$ cat config.mk
export PLATFORM = sky130hd
export DESIGN_NAME = i2c_register_master_flat
export DESIGN_NICKNAME = d
export VERILOG_FILES = /design/src/design/irm_pkg.sv /design/src/design/irm_in_if.sv /design/src/design/irm_out_if.sv /design/src/design/irm_cfg_if.sv /design/src/design/irm_phase_decode.sv /design/src/design/i2c_register_master.sv /design/src/flat_wrapper.sv
export SDC_FILE = /design/constraint.sdc
export NUM_CORES = 1
export LEC_CHECK = 0
export BUFFER_PORTS_ARGS = -buffer_cell sky130_fd_sc_hd__buf_4
export CORE_ASPECT_RATIO = 1.4
export CORE_MARGIN = 2
export CORE_UTILIZATION = 45
export CTS_CLUSTER_DIAMETER = 50
export CTS_CLUSTER_SIZE = 16
export DETAILED_ROUTE_END_ITERATION = 8
export PLACE_DENSITY_LB_ADDON = 0.1
export REMOVE_ABC_BUFFERS = 1
export SLEW_MARGIN = 20
export SYNTH_ARGS = -nofsm -noshare
export SYNTH_HDL_FRONTEND = slang
export SYNTH_SLANG_ARGS = --single-unit
$ cat constraint.sdc
create_clock -name clk -period 3.7 [get_ports clk]
set_input_delay 0 -clock clk [delete_from_list [all_inputs] [get_ports clk]]
set_output_delay 0 -clock clk [all_outputs]
set_load 0.03 [all_outputs]
$ cat src/design/irm_pkg.sv
// Package for the I2C register master: phase constants, sample codes and
// the item and line-drive types. No dependencies.

package irm_pkg;

	localparam int PHASE_W = 7;

	localparam logic [PHASE_W-1:0] WRITE_LAST_PHASE = 7'd59;
	localparam logic [PHASE_W-1:0] READ_LAST_PHASE  = 7'd80;

	localparam logic [6:0] DEVICE_ADDRESS_RESET = 7'd104;

	typedef enum logic [1:0] {
		SMP_NONE,
		SMP_ACK,
		SMP_DATA
	} smp_t;

	typedef struct packed {
		logic       scl;
		logic       sda;
		smp_t       smp;
	} line_drive_t;

	typedef struct packed {
		logic       kind;
		logic       is_read;
		logic [7:0] register_address;
		logic [7:0] write_data;
		logic       sda_in;
	} in_item_t;

	typedef struct packed {
		logic       scl_level;
		logic       sda_level;
		logic       busy_res;
		logic       done_res;
		logic [7:0] read_data;
		logic       ack_missing;
	} out_item_t;

endpackage

$ cat src/design/irm_in_if.sv
// Input channel of the I2C register master: valid/ready plus one tick or
// request item. No dependencies.

interface irm_in_if;
	logic       valid;
	logic       ready;
	logic       kind;
	logic       is_read;
	logic [7:0] register_address;
	logic [7:0] write_data;
	logic       sda_in;

	modport source (output valid, kind, is_read, register_address, write_data, sda_in,
		input ready);
	modport sink (input valid, kind, is_read, register_address, write_data, sda_in,
		output ready);
endinterface

$ cat src/design/irm_out_if.sv
// Result channel of the I2C register master: valid/ready plus bus levels
// and status. No dependencies.

interface irm_out_if;
	logic       valid;
	logic       ready;
	logic       scl_level;
	logic       sda_level;
	logic       busy_res;
	logic       done_res;
	logic [7:0] read_data;
	logic       ack_missing;

	modport source (output valid, scl_level, sda_level, busy_res, done_res, read_data,
		ack_missing, input ready);
	modport sink (input valid, scl_level, sda_level, busy_res, done_res, read_data,
		ack_missing, output ready);
endinterface

$ cat src/design/irm_cfg_if.sv
// Configuration write channel of the I2C register master: valid/ready and
// the seven-bit device address. No dependencies.

interface irm_cfg_if;
	logic       valid;
	logic       ready;
	logic [6:0] data;

	modport source (output valid, data, input ready);
	modport sink (input valid, data, output ready);
endinterface

$ cat src/design/irm_phase_decode.sv
// Phase decoder: maps a phase number to the SCL/SDA levels and the sample
// code of that phase. Depends on irm_pkg.

module irm_phase_decode (
	input  logic [irm_pkg::PHASE_W-1:0] phase,
	input  logic                        read_pending,
	input  logic [6:0]                  device_address,
	input  logic [7:0]                  register_address,
	input  logic [7:0]                  write_byte,
	output irm_pkg::line_drive_t        drive
);

	logic [7:0]                  wbyte;
	logic [irm_pkg::PHASE_W-1:0] off;

	// One byte slot: eight bits of low/high halves, then the acknowledge pair.
	function automatic irm_pkg::line_drive_t byte_phase(input logic [7:0] value,
		input logic [4:0] o);
		irm_pkg::line_drive_t d;
		d.scl = o[0];
		d.smp = irm_pkg::SMP_NONE;
		if (o < 5'd16) begin
			d.sda = value[3'd7 - o[3:1]];
		end else begin
			d.sda = 1'b1;
			if (o == 5'd17) begin
				d.smp = irm_pkg::SMP_ACK;
			end
		end
		return d;
	endfunction

	assign wbyte = {device_address, 1'b0};

	always_comb begin
		drive.scl = 1'b1;
		drive.sda = 1'b1;
		drive.smp = irm_pkg::SMP_NONE;
		off = '0;
		priority if (phase == '0) begin
			drive.scl = 1'b1;
		end else if (phase <= 7'd2) begin
			drive.sda = (phase == 7'd1);
		end else if (phase <= 7'd20) begin
			off = phase - 7'd3;
			drive = byte_phase(wbyte, off[4:0]);
		end else if (phase <= 7'd38) begin
			off = phase - 7'd21;
			drive = byte_phase(register_address, off[4:0]);
		end else if (!read_pending) begin
			priority if (phase <= 7'd56) begin
				off = phase - 7'd39;
				drive = byte_phase(write_byte, off[4:0]);
			end else if (phase <= irm_pkg::WRITE_LAST_PHASE) begin
				drive.scl = (phase != 7'd57);
				drive.sda = (phase == 7'd59);
			end else begin
				drive.scl = 1'b1;
			end
		end else begin
			// Read: repeated start, address with read bit, receive, NAK, stop.
			priority if (phase <= 7'd41) begin
				drive.scl = (phase != 7'd39);
				drive.sda = (phase != 7'd41);
			end else if (phase <= 7'd59) begin
				off = phase - 7'd42;
				drive = byte_phase(wbyte | 8'd1, off[4:0]);
			end else if (phase <= 7'd75) begin
				drive.scl = phase[0];
				if (phase[0]) begin
					drive.smp = irm_pkg::SMP_DATA;
				end
			end else if (phase <= 7'd77) begin
				drive.scl = (phase != 7'd76);
			end else if (phase <= irm_pkg::READ_LAST_PHASE) begin
				drive.scl = (phase != 7'd78);
				drive.sda = (phase == 7'd80);
			end else begin
				drive.scl = 1'b1;
			end
		end
	end

endmodule

$ cat src/design/i2c_register_master.sv
// Top level of the I2C register master: input register, phase sequencer and
// result register. Depends on irm_pkg, the irm_*_if interfaces and irm_phase_decode.
//
//   channel  | dir | carries
//   ---------+-----+---------------------------------------------------
//   items    | in  | tick or request: kind, is_read, register, data, sda_in
//   results  | out | scl/sda levels, busy, done, read byte, ack_missing
//   cfg      | in  | seven-bit device address
//
// Each item is registered, then, once the result register can take it, steps the
// phase counter and loads the result register; one item per cycle is sustained
// while results are taken. The result register stalls the input register while
// it is full and not taken; the input side stays open whenever the input register
// can drain in the same cycle. Reset puts the bus lines high and the master idle.

module i2c_register_master (
	input  logic       clk,
	input  logic       arst_n,
	irm_in_if.sink     items,
	irm_out_if.source  results,
	irm_cfg_if.sink    cfg
);

	logic                        valid_s1;
	irm_pkg::in_item_t           item_s1;
	logic                        out_valid_q;
	irm_pkg::out_item_t          out_q;

	logic [6:0]                  device_address_q;
	logic [irm_pkg::PHASE_W-1:0] phase_q;
	logic                        read_pending_q;
	logic [7:0]                  latched_register_q;
	logic [7:0]                  latched_write_byte_q;
	logic [7:0]                  receive_shift_q;
	logic                        ack_fault_q;

	logic [irm_pkg::PHASE_W-1:0] phase_d;
	logic [irm_pkg::PHASE_W-1:0] phase_inc;
	logic                        read_pending_d;
	logic [7:0]                  latched_register_d;
	logic [7:0]                  latched_write_byte_d;
	logic [7:0]                  receive_shift_d;
	logic                        ack_fault_d;
	logic [1:0]                  lines_d;
	logic                        done_d;
	logic [irm_pkg::PHASE_W-1:0] last_phase;

	irm_pkg::line_drive_t        cur_drive;
	irm_pkg::line_drive_t        nxt_drive;
	logic                        advance;

	assign advance = valid_s1 && (!out_valid_q || results.ready);
	assign items.ready = !valid_s1 || advance;
	assign cfg.ready = 1'b1;

	assign phase_inc = phase_q + 7'd1;
	assign last_phase = read_pending_q ? irm_pkg::READ_LAST_PHASE : irm_pkg::WRITE_LAST_PHASE;

	irm_phase_decode u_cur_decode (
		.phase            (phase_q),
		.read_pending     (read_pending_q),
		.device_address   (device_address_q),
		.register_address (latched_register_q),
		.write_byte       (latched_write_byte_q),
		.drive            (cur_drive)
	);

	irm_phase_decode u_nxt_decode (
		.phase            (phase_inc),
		.read_pending     (read_pending_q),
		.device_address   (device_address_q),
		.register_address (latched_register_q),
		.write_byte       (latched_write_byte_q),
		.drive            (nxt_drive)
	);

	always_comb begin
		phase_d              = phase_q;
		read_pending_d       = read_pending_q;
		latched_register_d   = latched_register_q;
		latched_write_byte_d = latched_write_byte_q;
		receive_shift_d      = receive_shift_q;
		ack_fault_d          = ack_fault_q;
		lines_d              = {out_q.scl_level, out_q.sda_level};
		done_d               = 1'b0;
		if (item_s1.kind) begin
			// A request is taken only while idle; phase 1 keeps both lines high.
			if (phase_q == '0) begin
				read_pending_d       = item_s1.is_read;
				latched_register_d   = item_s1.register_address;
				latched_write_byte_d = item_s1.write_data;
				ack_fault_d          = 1'b0;
				phase_d              = 7'd1;
				lines_d              = 2'b11;
			end
		end else if (phase_q != '0) begin
			if (cur_drive.smp == irm_pkg::SMP_ACK && item_s1.sda_in) begin
				ack_fault_d = 1'b1;
			end else if (cur_drive.smp == irm_pkg::SMP_DATA) begin
				receive_shift_d = {receive_shift_q[6:0], item_s1.sda_in};
			end
			if (phase_q >= last_phase) begin
				phase_d = '0;
				lines_d = 2'b11;
				done_d  = 1'b1;
			end else begin
				phase_d = phase_inc;
				lines_d = {nxt_drive.scl, nxt_drive.sda};
			end
		end
	end

	always_ff @(posedge clk or negedge arst_n) begin
		if (!arst_n) begin
			valid_s1 <= 1'b0;
		end else if (items.ready) begin
			valid_s1 <= items.valid;
		end
	end

	always_ff @(posedge clk) begin
		if (items.ready && items.valid) begin
			item_s1.kind             <= items.kind;
			item_s1.is_read          <= items.is_read;
			item_s1.register_address <= items.register_address;
			item_s1.write_data       <= items.write_data;
			item_s1.sda_in           <= items.sda_in;
		end
	end

	always_ff @(posedge clk or negedge arst_n) begin
		if (!arst_n) begin
			device_address_q <= irm_pkg::DEVICE_ADDRESS_RESET;
		end else if (cfg.valid) begin
			device_address_q <= cfg.data;
		end
	end

	always_ff @(posedge clk or negedge arst_n) begin
		if (!arst_n) begin
			phase_q              <= '0;
			read_pending_q       <= 1'b0;
			latched_register_q   <= '0;
			latched_write_byte_q <= '0;
			receive_shift_q      <= '0;
			ack_fault_q          <= 1'b0;
			out_valid_q          <= 1'b0;
			out_q                <= '{scl_level: 1'b1, sda_level: 1'b1, busy_res: 1'b0,
				done_res: 1'b0, read_data: 8'd0, ack_missing: 1'b0};
		end else begin
			if (advance) begin
				phase_q              <= phase_d;
				read_pending_q       <= read_pending_d;
				latched_register_q   <= latched_register_d;
				latched_write_byte_q <= latched_write_byte_d;
				receive_shift_q      <= receive_shift_d;
				ack_fault_q          <= ack_fault_d;
				out_q.scl_level      <= lines_d[1];
				out_q.sda_level      <= lines_d[0];
				out_q.busy_res       <= (phase_d != '0);
				out_q.done_res       <= done_d;
				out_q.read_data      <= receive_shift_d;
				out_q.ack_missing    <= ack_fault_d;
				out_valid_q          <= 1'b1;
			end else if (results.ready) begin
				out_valid_q <= 1'b0;
			end
		end
	end

	assign results.valid       = out_valid_q;
	assign results.scl_level   = out_q.scl_level;
	assign results.sda_level   = out_q.sda_level;
	assign results.busy_res    = out_q.busy_res;
	assign results.done_res    = out_q.done_res;
	assign results.read_data   = out_q.read_data;
	assign results.ack_missing = out_q.ack_missing;

endmodule
$ cat src/flat_wrapper.sv
// flat-port wrapper written by rule: the top's interface ports become plain ports
module i2c_register_master_flat 
  (clk, arst_n, items_valid, items_kind, items_is_read, items_register_address, items_write_data, items_sda_in, items_ready, results_valid, results_scl_level, results_sda_level, results_busy_res, results_done_res, results_read_data, results_ack_missing, results_ready, cfg_valid, cfg_data, cfg_ready);
  irm_in_if items_i ();
  irm_out_if results_i ();
  irm_cfg_if cfg_i ();
  input  logic clk;
  input  logic arst_n;
  input wire logic [$bits(items_i.valid)-1:0] items_valid;
  input wire logic [$bits(items_i.kind)-1:0] items_kind;
  input wire logic [$bits(items_i.is_read)-1:0] items_is_read;
  input wire logic [$bits(items_i.register_address)-1:0] items_register_address;
  input wire logic [$bits(items_i.write_data)-1:0] items_write_data;
  input wire logic [$bits(items_i.sda_in)-1:0] items_sda_in;
  output wire logic [$bits(items_i.ready)-1:0] items_ready;
  output wire logic [$bits(results_i.valid)-1:0] results_valid;
  output wire logic [$bits(results_i.scl_level)-1:0] results_scl_level;
  output wire logic [$bits(results_i.sda_level)-1:0] results_sda_level;
  output wire logic [$bits(results_i.busy_res)-1:0] results_busy_res;
  output wire logic [$bits(results_i.done_res)-1:0] results_done_res;
  output wire logic [$bits(results_i.read_data)-1:0] results_read_data;
  output wire logic [$bits(results_i.ack_missing)-1:0] results_ack_missing;
  input wire logic [$bits(results_i.ready)-1:0] results_ready;
  input wire logic [$bits(cfg_i.valid)-1:0] cfg_valid;
  input wire logic [$bits(cfg_i.data)-1:0] cfg_data;
  output wire logic [$bits(cfg_i.ready)-1:0] cfg_ready;
  assign items_i.valid = items_valid;
  assign items_i.kind = items_kind;
  assign items_i.is_read = items_is_read;
  assign items_i.register_address = items_register_address;
  assign items_i.write_data = items_write_data;
  assign items_i.sda_in = items_sda_in;
  assign items_ready = items_i.ready;
  assign results_valid = results_i.valid;
  assign results_scl_level = results_i.scl_level;
  assign results_sda_level = results_i.sda_level;
  assign results_busy_res = results_i.busy_res;
  assign results_done_res = results_i.done_res;
  assign results_read_data = results_i.read_data;
  assign results_ack_missing = results_i.ack_missing;
  assign results_i.ready = results_ready;
  assign cfg_i.valid = cfg_valid;
  assign cfg_i.data = cfg_data;
  assign cfg_ready = cfg_i.ready;
  i2c_register_master u_core (.clk(clk), .arst_n(arst_n), .items(items_i), .results(results_i), .cfg(cfg_i));
endmodule
# == After elaboration in Yosys (flattened, before gate mapping) ==
# Index checks and enable logic that the tools add are counted.
# totals
ff_bits,65
inputBits,31
out_inout_bits,16
elab_cells,209
# classes
add_sub_neg,17
order_cmp,35
n_eq_ne,22
n_mux,97
bitwise_logic,2
n_reduce_logical,18
# op_table
op,n
$le 7x6->1 const B,8
$mux 1,50
$mux 2,25
$le 7x7->1 const B,6
$eq 5x5->1 const B,8
$lt 5x5->1 const B,8
$mux 7,5
$lt 3x4->1 const B,8
$ne 7x6->1 const B,4
$bmux 1 s3,8
$sub 3x3->3 const A,8
$mux 4,4
$mux 3,5
$eq 7x6->1 const B,2
$eq 7x7->1 const B,2
$le 7x2->1 const B,2
$le 7x5->1 const B,2
$logic_not 7->1,2
$ne 7x7->1 const B,2
$reduce_bool 7->1,2
$sub 5x2->5 const B,2
$sub 5x3->5 const B,2
$sub 5x4->5 const B,2
$sub 5x5->5 const B,2
other kinds (14),22

# == Longest topological paths before layout ==
# depth
ltp_word,17
ltp_mapped,13
ltp_nobuf,11

# == By module ==
# Synthesis repeated with hierarchy kept, for this count alone.
# hier_totals
cells_unflattened,532
hier_area_um2,5200.0
# modules_own_cells
module,n_inst,cells_each,area_per_inst_um2,seq_area_each_um2
i2c_register_master,1,200,2817.7,1727.9
irm_phase_decode at u_core.u_cur_decode,1,183,1257.5,0.0
irm_phase_decode at u_core.u_nxt_decode,1,149,1124.8,0.0

# == Least setup slack after synthesis ==
# Ideal clock, no wire load.
# synth_timing
path_type,reg2reg
start,register u_core.phase_q[0] (netlist bit)
end,"register, netlist name u_core.results.scl_level"
setup_ps,75
arrival_time_ps,2870
t_required_ps,3625
setup_slack_ps,755
stages_incl_launch_ff,13
path_buffers,2
synth_period_minus_slack_ps,2945
path_cell_list,dfrtp_1 > buf_2 > inv_1 > ha_1 > clkbuf_1 > inv_1 > ha_1 > a211oi_1 > o32a_1 > o211ai_1 > a221oi_2 > o41ai_1 > a2bb2oi_1
# synth_via
elab_chain_cells,15
elab_cells_between_ends,40
cone_classes,add/sub (5); order compare (10); eq/ne (5); mux (15); reduce/logical (5)
# synth_lines
element,line_no,text
start: declaration,i2c_register_master.sv:30,logic [irm_pkg::PHASE_W-1:0] phase_q;
start signal: assignment,i2c_register_master.sv:152,phase_q <= phase_d;
$add 7x1->7,i2c_register_master.sv:56,assign phase_inc = phase_q + 7'd1;
$le 7x7->1 or $ne 7x7->1 (tied branches),"irm_phase_decode.sv:75, irm_phase_decode.sv:76",
$mux 1,irm_phase_decode.sv:75,end else if (phase <= irm_pkg::READ_LAST_PHASE) begin
$mux 1,irm_phase_decode.sv:73,end else if (phase <= 7'd77) begin
$mux 1,irm_phase_decode.sv:68,end else if (phase <= 7'd75) begin
$mux 4,irm_phase_decode.sv:65,end else if (phase <= 7'd59) begin
$mux 2,irm_phase_decode.sv:62,priority if (phase <= 7'd41) begin
$mux 4,irm_phase_decode.sv:50,end else if (!read_pending) begin
$mux 4,irm_phase_decode.sv:47,end else if (phase <= 7'd38) begin
$mux 4,irm_phase_decode.sv:44,end else if (phase <= 7'd20) begin
$mux 1,irm_phase_decode.sv:42,end else if (phase <= 7'd2) begin
$mux 1,irm_phase_decode.sv:40,priority if (phase == '0) begin
$mux 2,i2c_register_master.sv:102,if (phase_q >= last_phase) begin
$mux 2,i2c_register_master.sv:96,end else if (phase_q != '0) begin
$mux 2,i2c_register_master.sv:86,if (item_s1.kind) begin
# Several ways; a longest one is shown, not always the timed one. The select of a mux whose other input is x is not followed.
# A chain may end at the register's enable or synchronous reset.

# == Worst setup path in the final report ==
# layout_timing
start,register u_core.phase_q[1] (netlist bit)
end,"register, netlist name u_core.results.sda_level"
# layout_via
elab_chain_cells,16
elab_cells_between_ends,60
cone_classes,add/sub (9); order compare (14); eq/ne (5); mux (27); reduce/logical (5)
# layout_lines
element,line_no,text
$add 7x1->7,i2c_register_master.sv:56,
$sub 5x4->5,irm_phase_decode.sv:66,off = phase - 7'd42;
$sub 3x3->3,irm_phase_decode.sv:23,d.sda = value[3'd7 - o[3:1]];
$bmux 1 s3,irm_phase_decode.sv:23,
$mux 1 (not written as such),irm_phase_decode.sv:23,
$mux 1,irm_phase_decode.sv:22,if (o < 5'd16) begin
$mux 4,irm_phase_decode.sv:65,
$mux 2,irm_phase_decode.sv:62,
$mux 4,irm_phase_decode.sv:50,
$mux 4,irm_phase_decode.sv:47,
$mux 4,irm_phase_decode.sv:44,
$mux 1,irm_phase_decode.sv:42,
$mux 3,irm_phase_decode.sv:40,
$mux 2,i2c_register_master.sv:102,
$mux 2,i2c_register_master.sv:96,
$mux 2,i2c_register_master.sv:86,
# Several ways; a longest one is shown, not always the timed one. The select of a mux whose other input is x is not followed.

==> results.md <==
Routing:
- The aggregate routed wire length is 11600 µm.
- The total number of vias is 3634.
- The via density per instance is around 5.9.
- The first detailed-routing pass ran for 5 iterations.
- The detailed router finished its first iteration with 276 violations.
- The count of nets left with antenna violations once routing finished came out at 0.
- The remaining routing DRC violations is 0.
- The mean routed wirelength per cell is 19.0 µm.

Power and ir drop:
- The leakage power summed over all cells is 2.37 nW.
- For this design the ratio of total power to cell area is 852 nW/µm².
- Combinational cells account for 57.1% of the total power.
- The design internal power is 2.68 mW.
- The completed layout was analyzed and its total power is 4.65 mW.
- Net switching is 42.4% of the power.
- The clock network accounts for 19.4% of the total power.
- VDD sags by at most 0.517 mV.
- In this run, flip-flops and latches consume 23.5% of the power.
- The switching power of the nets is 1.97 mW.

Worst setup path:
- In this run the critical register-to-register path is launched from u_core.phase_q[1]$_DFFE_PN0P_.
- Following the worst setup path forward leads to its endpoint at u_core.results.sda_level$_DFFE_PN1P_.
- The most critical setup path has its startpoint at u_core.phase_q[1]$_DFFE_PN0P_.
- The number of buffers and inverters on the critical path is 2.
- The cell family with the largest share of critical-path delay is adder cells.
- The endpoint arrival time on the critical path is 3.47 ns.
- STA classifies the critical path endpoint as a register.
- The depth of the worst register-to-register path is 11.
- Traced cell by cell, the critical path runs through inv_1 -> ha_1 -> inv_1 -> ha_1 -> nor3_1 -> a21oi_1 -> xnor2_1 -> mux4_2 -> nand2_1 -> nand2_1 -> a31oi_1.
- The largest individual stage delay along the critical path comes from the cell sky130_fd_sc_hd__dfrtp_1.
- STA classifies the critical path startpoint as a register.
- The delay contributed by the slowest stage of the critical path is roughly 0.57 ns.
- The worst endpoint required time is just under 4 ns.
- Along the worst path, the maximum fanout reaches 12.
- Setup slack on the worst reg-to-reg path comes out at 0.48 ns.
- Counting buffers and inverters, the worst setup path is 11 cells deep.
- The worst setup path is of the register to register kind.
- In this run the critical register-to-register path is captured at u_core.results.sda_level$_DFFE_PN1P_.

Clock network:
- The TritonCTS clock tree is built.
- After clock tree synthesis, the clock-pin slew on the worst setup and hold paths is 0.06 ns.
- The number of H-tree levels is 3.
- The tree built by TritonCTS fans out to between 60 and 70 sinks.
- The clock insertion delay at the later pin of the skew report is 0.33 ns.
- The number of CTS-inserted buffers is 9.
- The number of buffers on the longest clock path is 2.
- The root buffer cell is sky130_fd_sc_hd__clkbuf_16.

Min path:
- The class of the most critical hold timing path is primary input to register.

Synthesis:
- Summing every instance area after synthesis gives 4310 µm².
- Synthesis inferred 65 register bits.
- The average instance area after synthesis is 10.4 µm².
- The number of enable flip-flop cells after synthesis is 19.
- The fraction of the yosys area taken by sequential cells is 40.1%.
- Yosys mapped the design onto 72 distinct sky130hd cell types.
- The async set-or-reset flop fraction in the synthesized netlist is 70.8%.
- The number of instances in the synthesized netlist is roughly 410.
- For this run, the leading register cell type out of synthesis is sky130_fd_sc_hd__dfrtp_1.
- For this run, the number of Yosys warnings is 0.

Flow run:
- The number of maximum-capacitance violations is 0.

Layout:
- In the final layout, flip-flops and latches occupy around 1700 µm².
- Cells fill 58.0% of the core in the end.
- In the layout the commonest cells are sky130_fd_sc_hd__buf_4 (60), sky130_fd_sc_hd__dfrtp_1 (41), sky130_fd_sc_hd__dlygate4sd3_1 (36).
- The area used by multi-input combinational logic is 2400 µm².
- The total number of nets in the final design is roughly 550.
- Excluding fillers, the count of instances in the completed layout stands at approximately 610.
- In the final layout, the share of cells above drive strength 1 is 25.7%.
- The finished cells cover 5460 µm².
- The filler cell count is 826.
- From synthesis to final layout, the design area changed by 26.7%.
- The library cell used most frequently in the layout, excluding fill and tap cells, is sky130_fd_sc_hd__buf_4.
- 0 antenna diodes ended up in the layout.

Place:
- The quantity of I/O buffers inserted on ports is 45.
- The number of cells after detailed placement is between 500 and 600.
- The final weighted congestion in routability-driven placement is 0.928.
- The half-perimeter wire length after placement is 8350 µm.
- Summing all placed instances gives a cell area of about 4800 µm².

Timing:
- The total of endpoints with negative setup slack in the final report is 0.
- The highest achievable clock rate is 0.311 GHz.
- Dividing the final minimum period by the clock period gives approximately 87%.
- After layout, the minimum clock period comes to 3.22 ns.
- The final-report hold violation count was 0.
- The final-report max-slew violation count is 0.
- After routing, the total negative slack on setup checks comes to 0 ns.
- At the pin with the least slew margin, the transition time is 0.801 ns.
- In this run the tightest slew margin relative to its limit is a little under half.
- The worst clock skew is 0.00788 ns.
- Setup repair after global routing left no endpoint under its margin.

Floorplanning:
- The starting density of the core is 45.8%.
- The core region is 9410 µm².
- During I/O placement, the number of pins put on the boundary was 47.
- After floorplanning, the core was divided into 42 placement rows.
- The die is around 120 µm tall.
- The area enclosed by the die boundary is 10400 µm².
- The die outline width is between 80 and 90 µm.

GRT:
- Entering global routing, the biggest net connects between 40 and 50 pins.
- The number of antenna violations at the first check in global routing was 0.
- For this run, the total global-route usage over all layers was measured as 23.9%.
- The via count of the first global-routing pass is 3694.
- The first global-routing pass estimated 18800 µm of wire.
- The remaining global-route overflow is 0.

Status:
- The flow ran to the end, and the final reports show no timing, DRC or antenna violations.
[flip-flops by register name, summed over array words and instances (netlist names)]
name,cells
u_core.item_s1,19
u_core.latched_register_q,8
u_core.latched_write_byte_q,8
u_core.results.read_data,8
u_core.device_address_q,7
u_core.phase_q,7
u_core.read_pending_q,1
u_core.results.ack_missing,1
u_core.results.busy_res,1
u_core.results.done_res,1
u_core.results.scl_level,1
u_core.results.sda_level,1
u_core.results.valid,1
u_core.valid_s1,1
[worst register-to-register path, delay by kind of cell (launching register included)]
family | cells | cell delay (ns)
adders and majority gates | 2 | 0.82
DFF | 1 | 0.57
muxes | 1 | 0.54
buffers and inverters | 2 | 0.42
and+or+nand+nor | 3 | 0.34
AOI/OAI and AO/OA | 2 | 0.24
xor gates and xnor gates | 1 | 0.22
[synth_stat cells (all sizes together), types with 4 or more instances]
master | number | area share (%)
dfrtp | 41 | 24
mux2 | 33 | 8.6
nand2 | 32 | 2.8
nor2 | 26 | 2.3
a21oi | 25 | 2.9
ha | 24 | 7.0
edfxtp | 19 | 13
mux2i | 17 | 3.9
buf | 16 | 2.2
inv | 16 | 1.4
xnor2 | 15 | 3.4
o21ai | 11 | 1.3
nor3 | 10 | 1.2
nand2b | 9 | 1.5
nand3 | 9 | 1.2
clkbuf | 7 | 0.61
a211oi | 6 | 1.0
and2 | 5 | 0.73
dfstp | 5 | 3.0
nand4 | 5 | 0.73
o22ai | 5 | 0.73
mux4 | 4 | 2.1
nor4 | 4 | 0.73
o211ai | 4 | 0.70
o31ai | 4 | 0.70
[how the worst min path moves through the flow]
stage	from	to	depth (start not counted)
CTS	results_ready	u_core.results.valid$_DFFE_PN0P_	3
detailed placement	arst_n	u_core.phase_q[6]$_DFFE_PN0P_	1
floorplan	arst_n	u_core.device_address_q[0]$_DFFE_PN0P_	0
global placement	arst_n	u_core.phase_q[6]$_DFFE_PN0P_	1
finish	results_ready	u_core.results.valid$_DFFE_PN0P_	3
global route	results_ready	u_core.results.valid$_DFFE_PN0P_	3
[cell families (layout without fill, tap and decap cells)]
group	count (synthesis)	in the layout	synth area share (%)
AOI/OAI and AO/OA	91	91	14.6
xor gates and xnor gates	18	18	4.50
adders and majority gates	24	24	6.97
buffers and inverters	40	129	4.27
DFF	65	65	40.1
muxes	54	54	14.7
other	1	1	0.0870
and+or+nand+nor	120	120	14.8
[what timing repair did]
action | CTS | global route
gates resized for setup | 0 | 0
buffers inserted | 0 | 0
hold endpoints to repair | 68 | 0
hold buffers | 36 | 0
[metal layers]
metal  wire (µm)  global-route usage, %  up-vias
li1            -                      -     1701
met1        4630                   28.2     1766
met2        6040                   40.4      136
met3         489                   4.20       31
met4         478                   13.4        0
met5           0                      0        -
[power groups by stage]
stage          Sequential, mW  Clock (mW)  Combinational, mW
5_1_grt                  1.12       0.957               2.89
4_1_cts                  1.09       0.922               2.63
3_3_place_gp             1.09           0               2.61
6_report                 1.09       0.903               2.66
3_5_place_dp             1.10           0               2.59
2_1_floorplan            1.16           0               1.76
[stage by stage]
stage,hold slack (ns),setup WS (ns)
floorplan,-0.296,0.191
global placement,0.0332,0.569
detailed placement,0.0366,0.502
CTS,0.0428,0.475
global route,0.0653,0.229
finish,0.0630,0.482
[final cells by class]
class,count,area share (%)
well taps,110,2.52
multi-input cells,308,43.9
clock buffers,11,4.45
inverters,17,1.17
clock inverters,5,1.44
flip-flops and latches,65,31.7
repair buffers,96,14.9
Note: power is estimated with default switching activity, not from simulation.
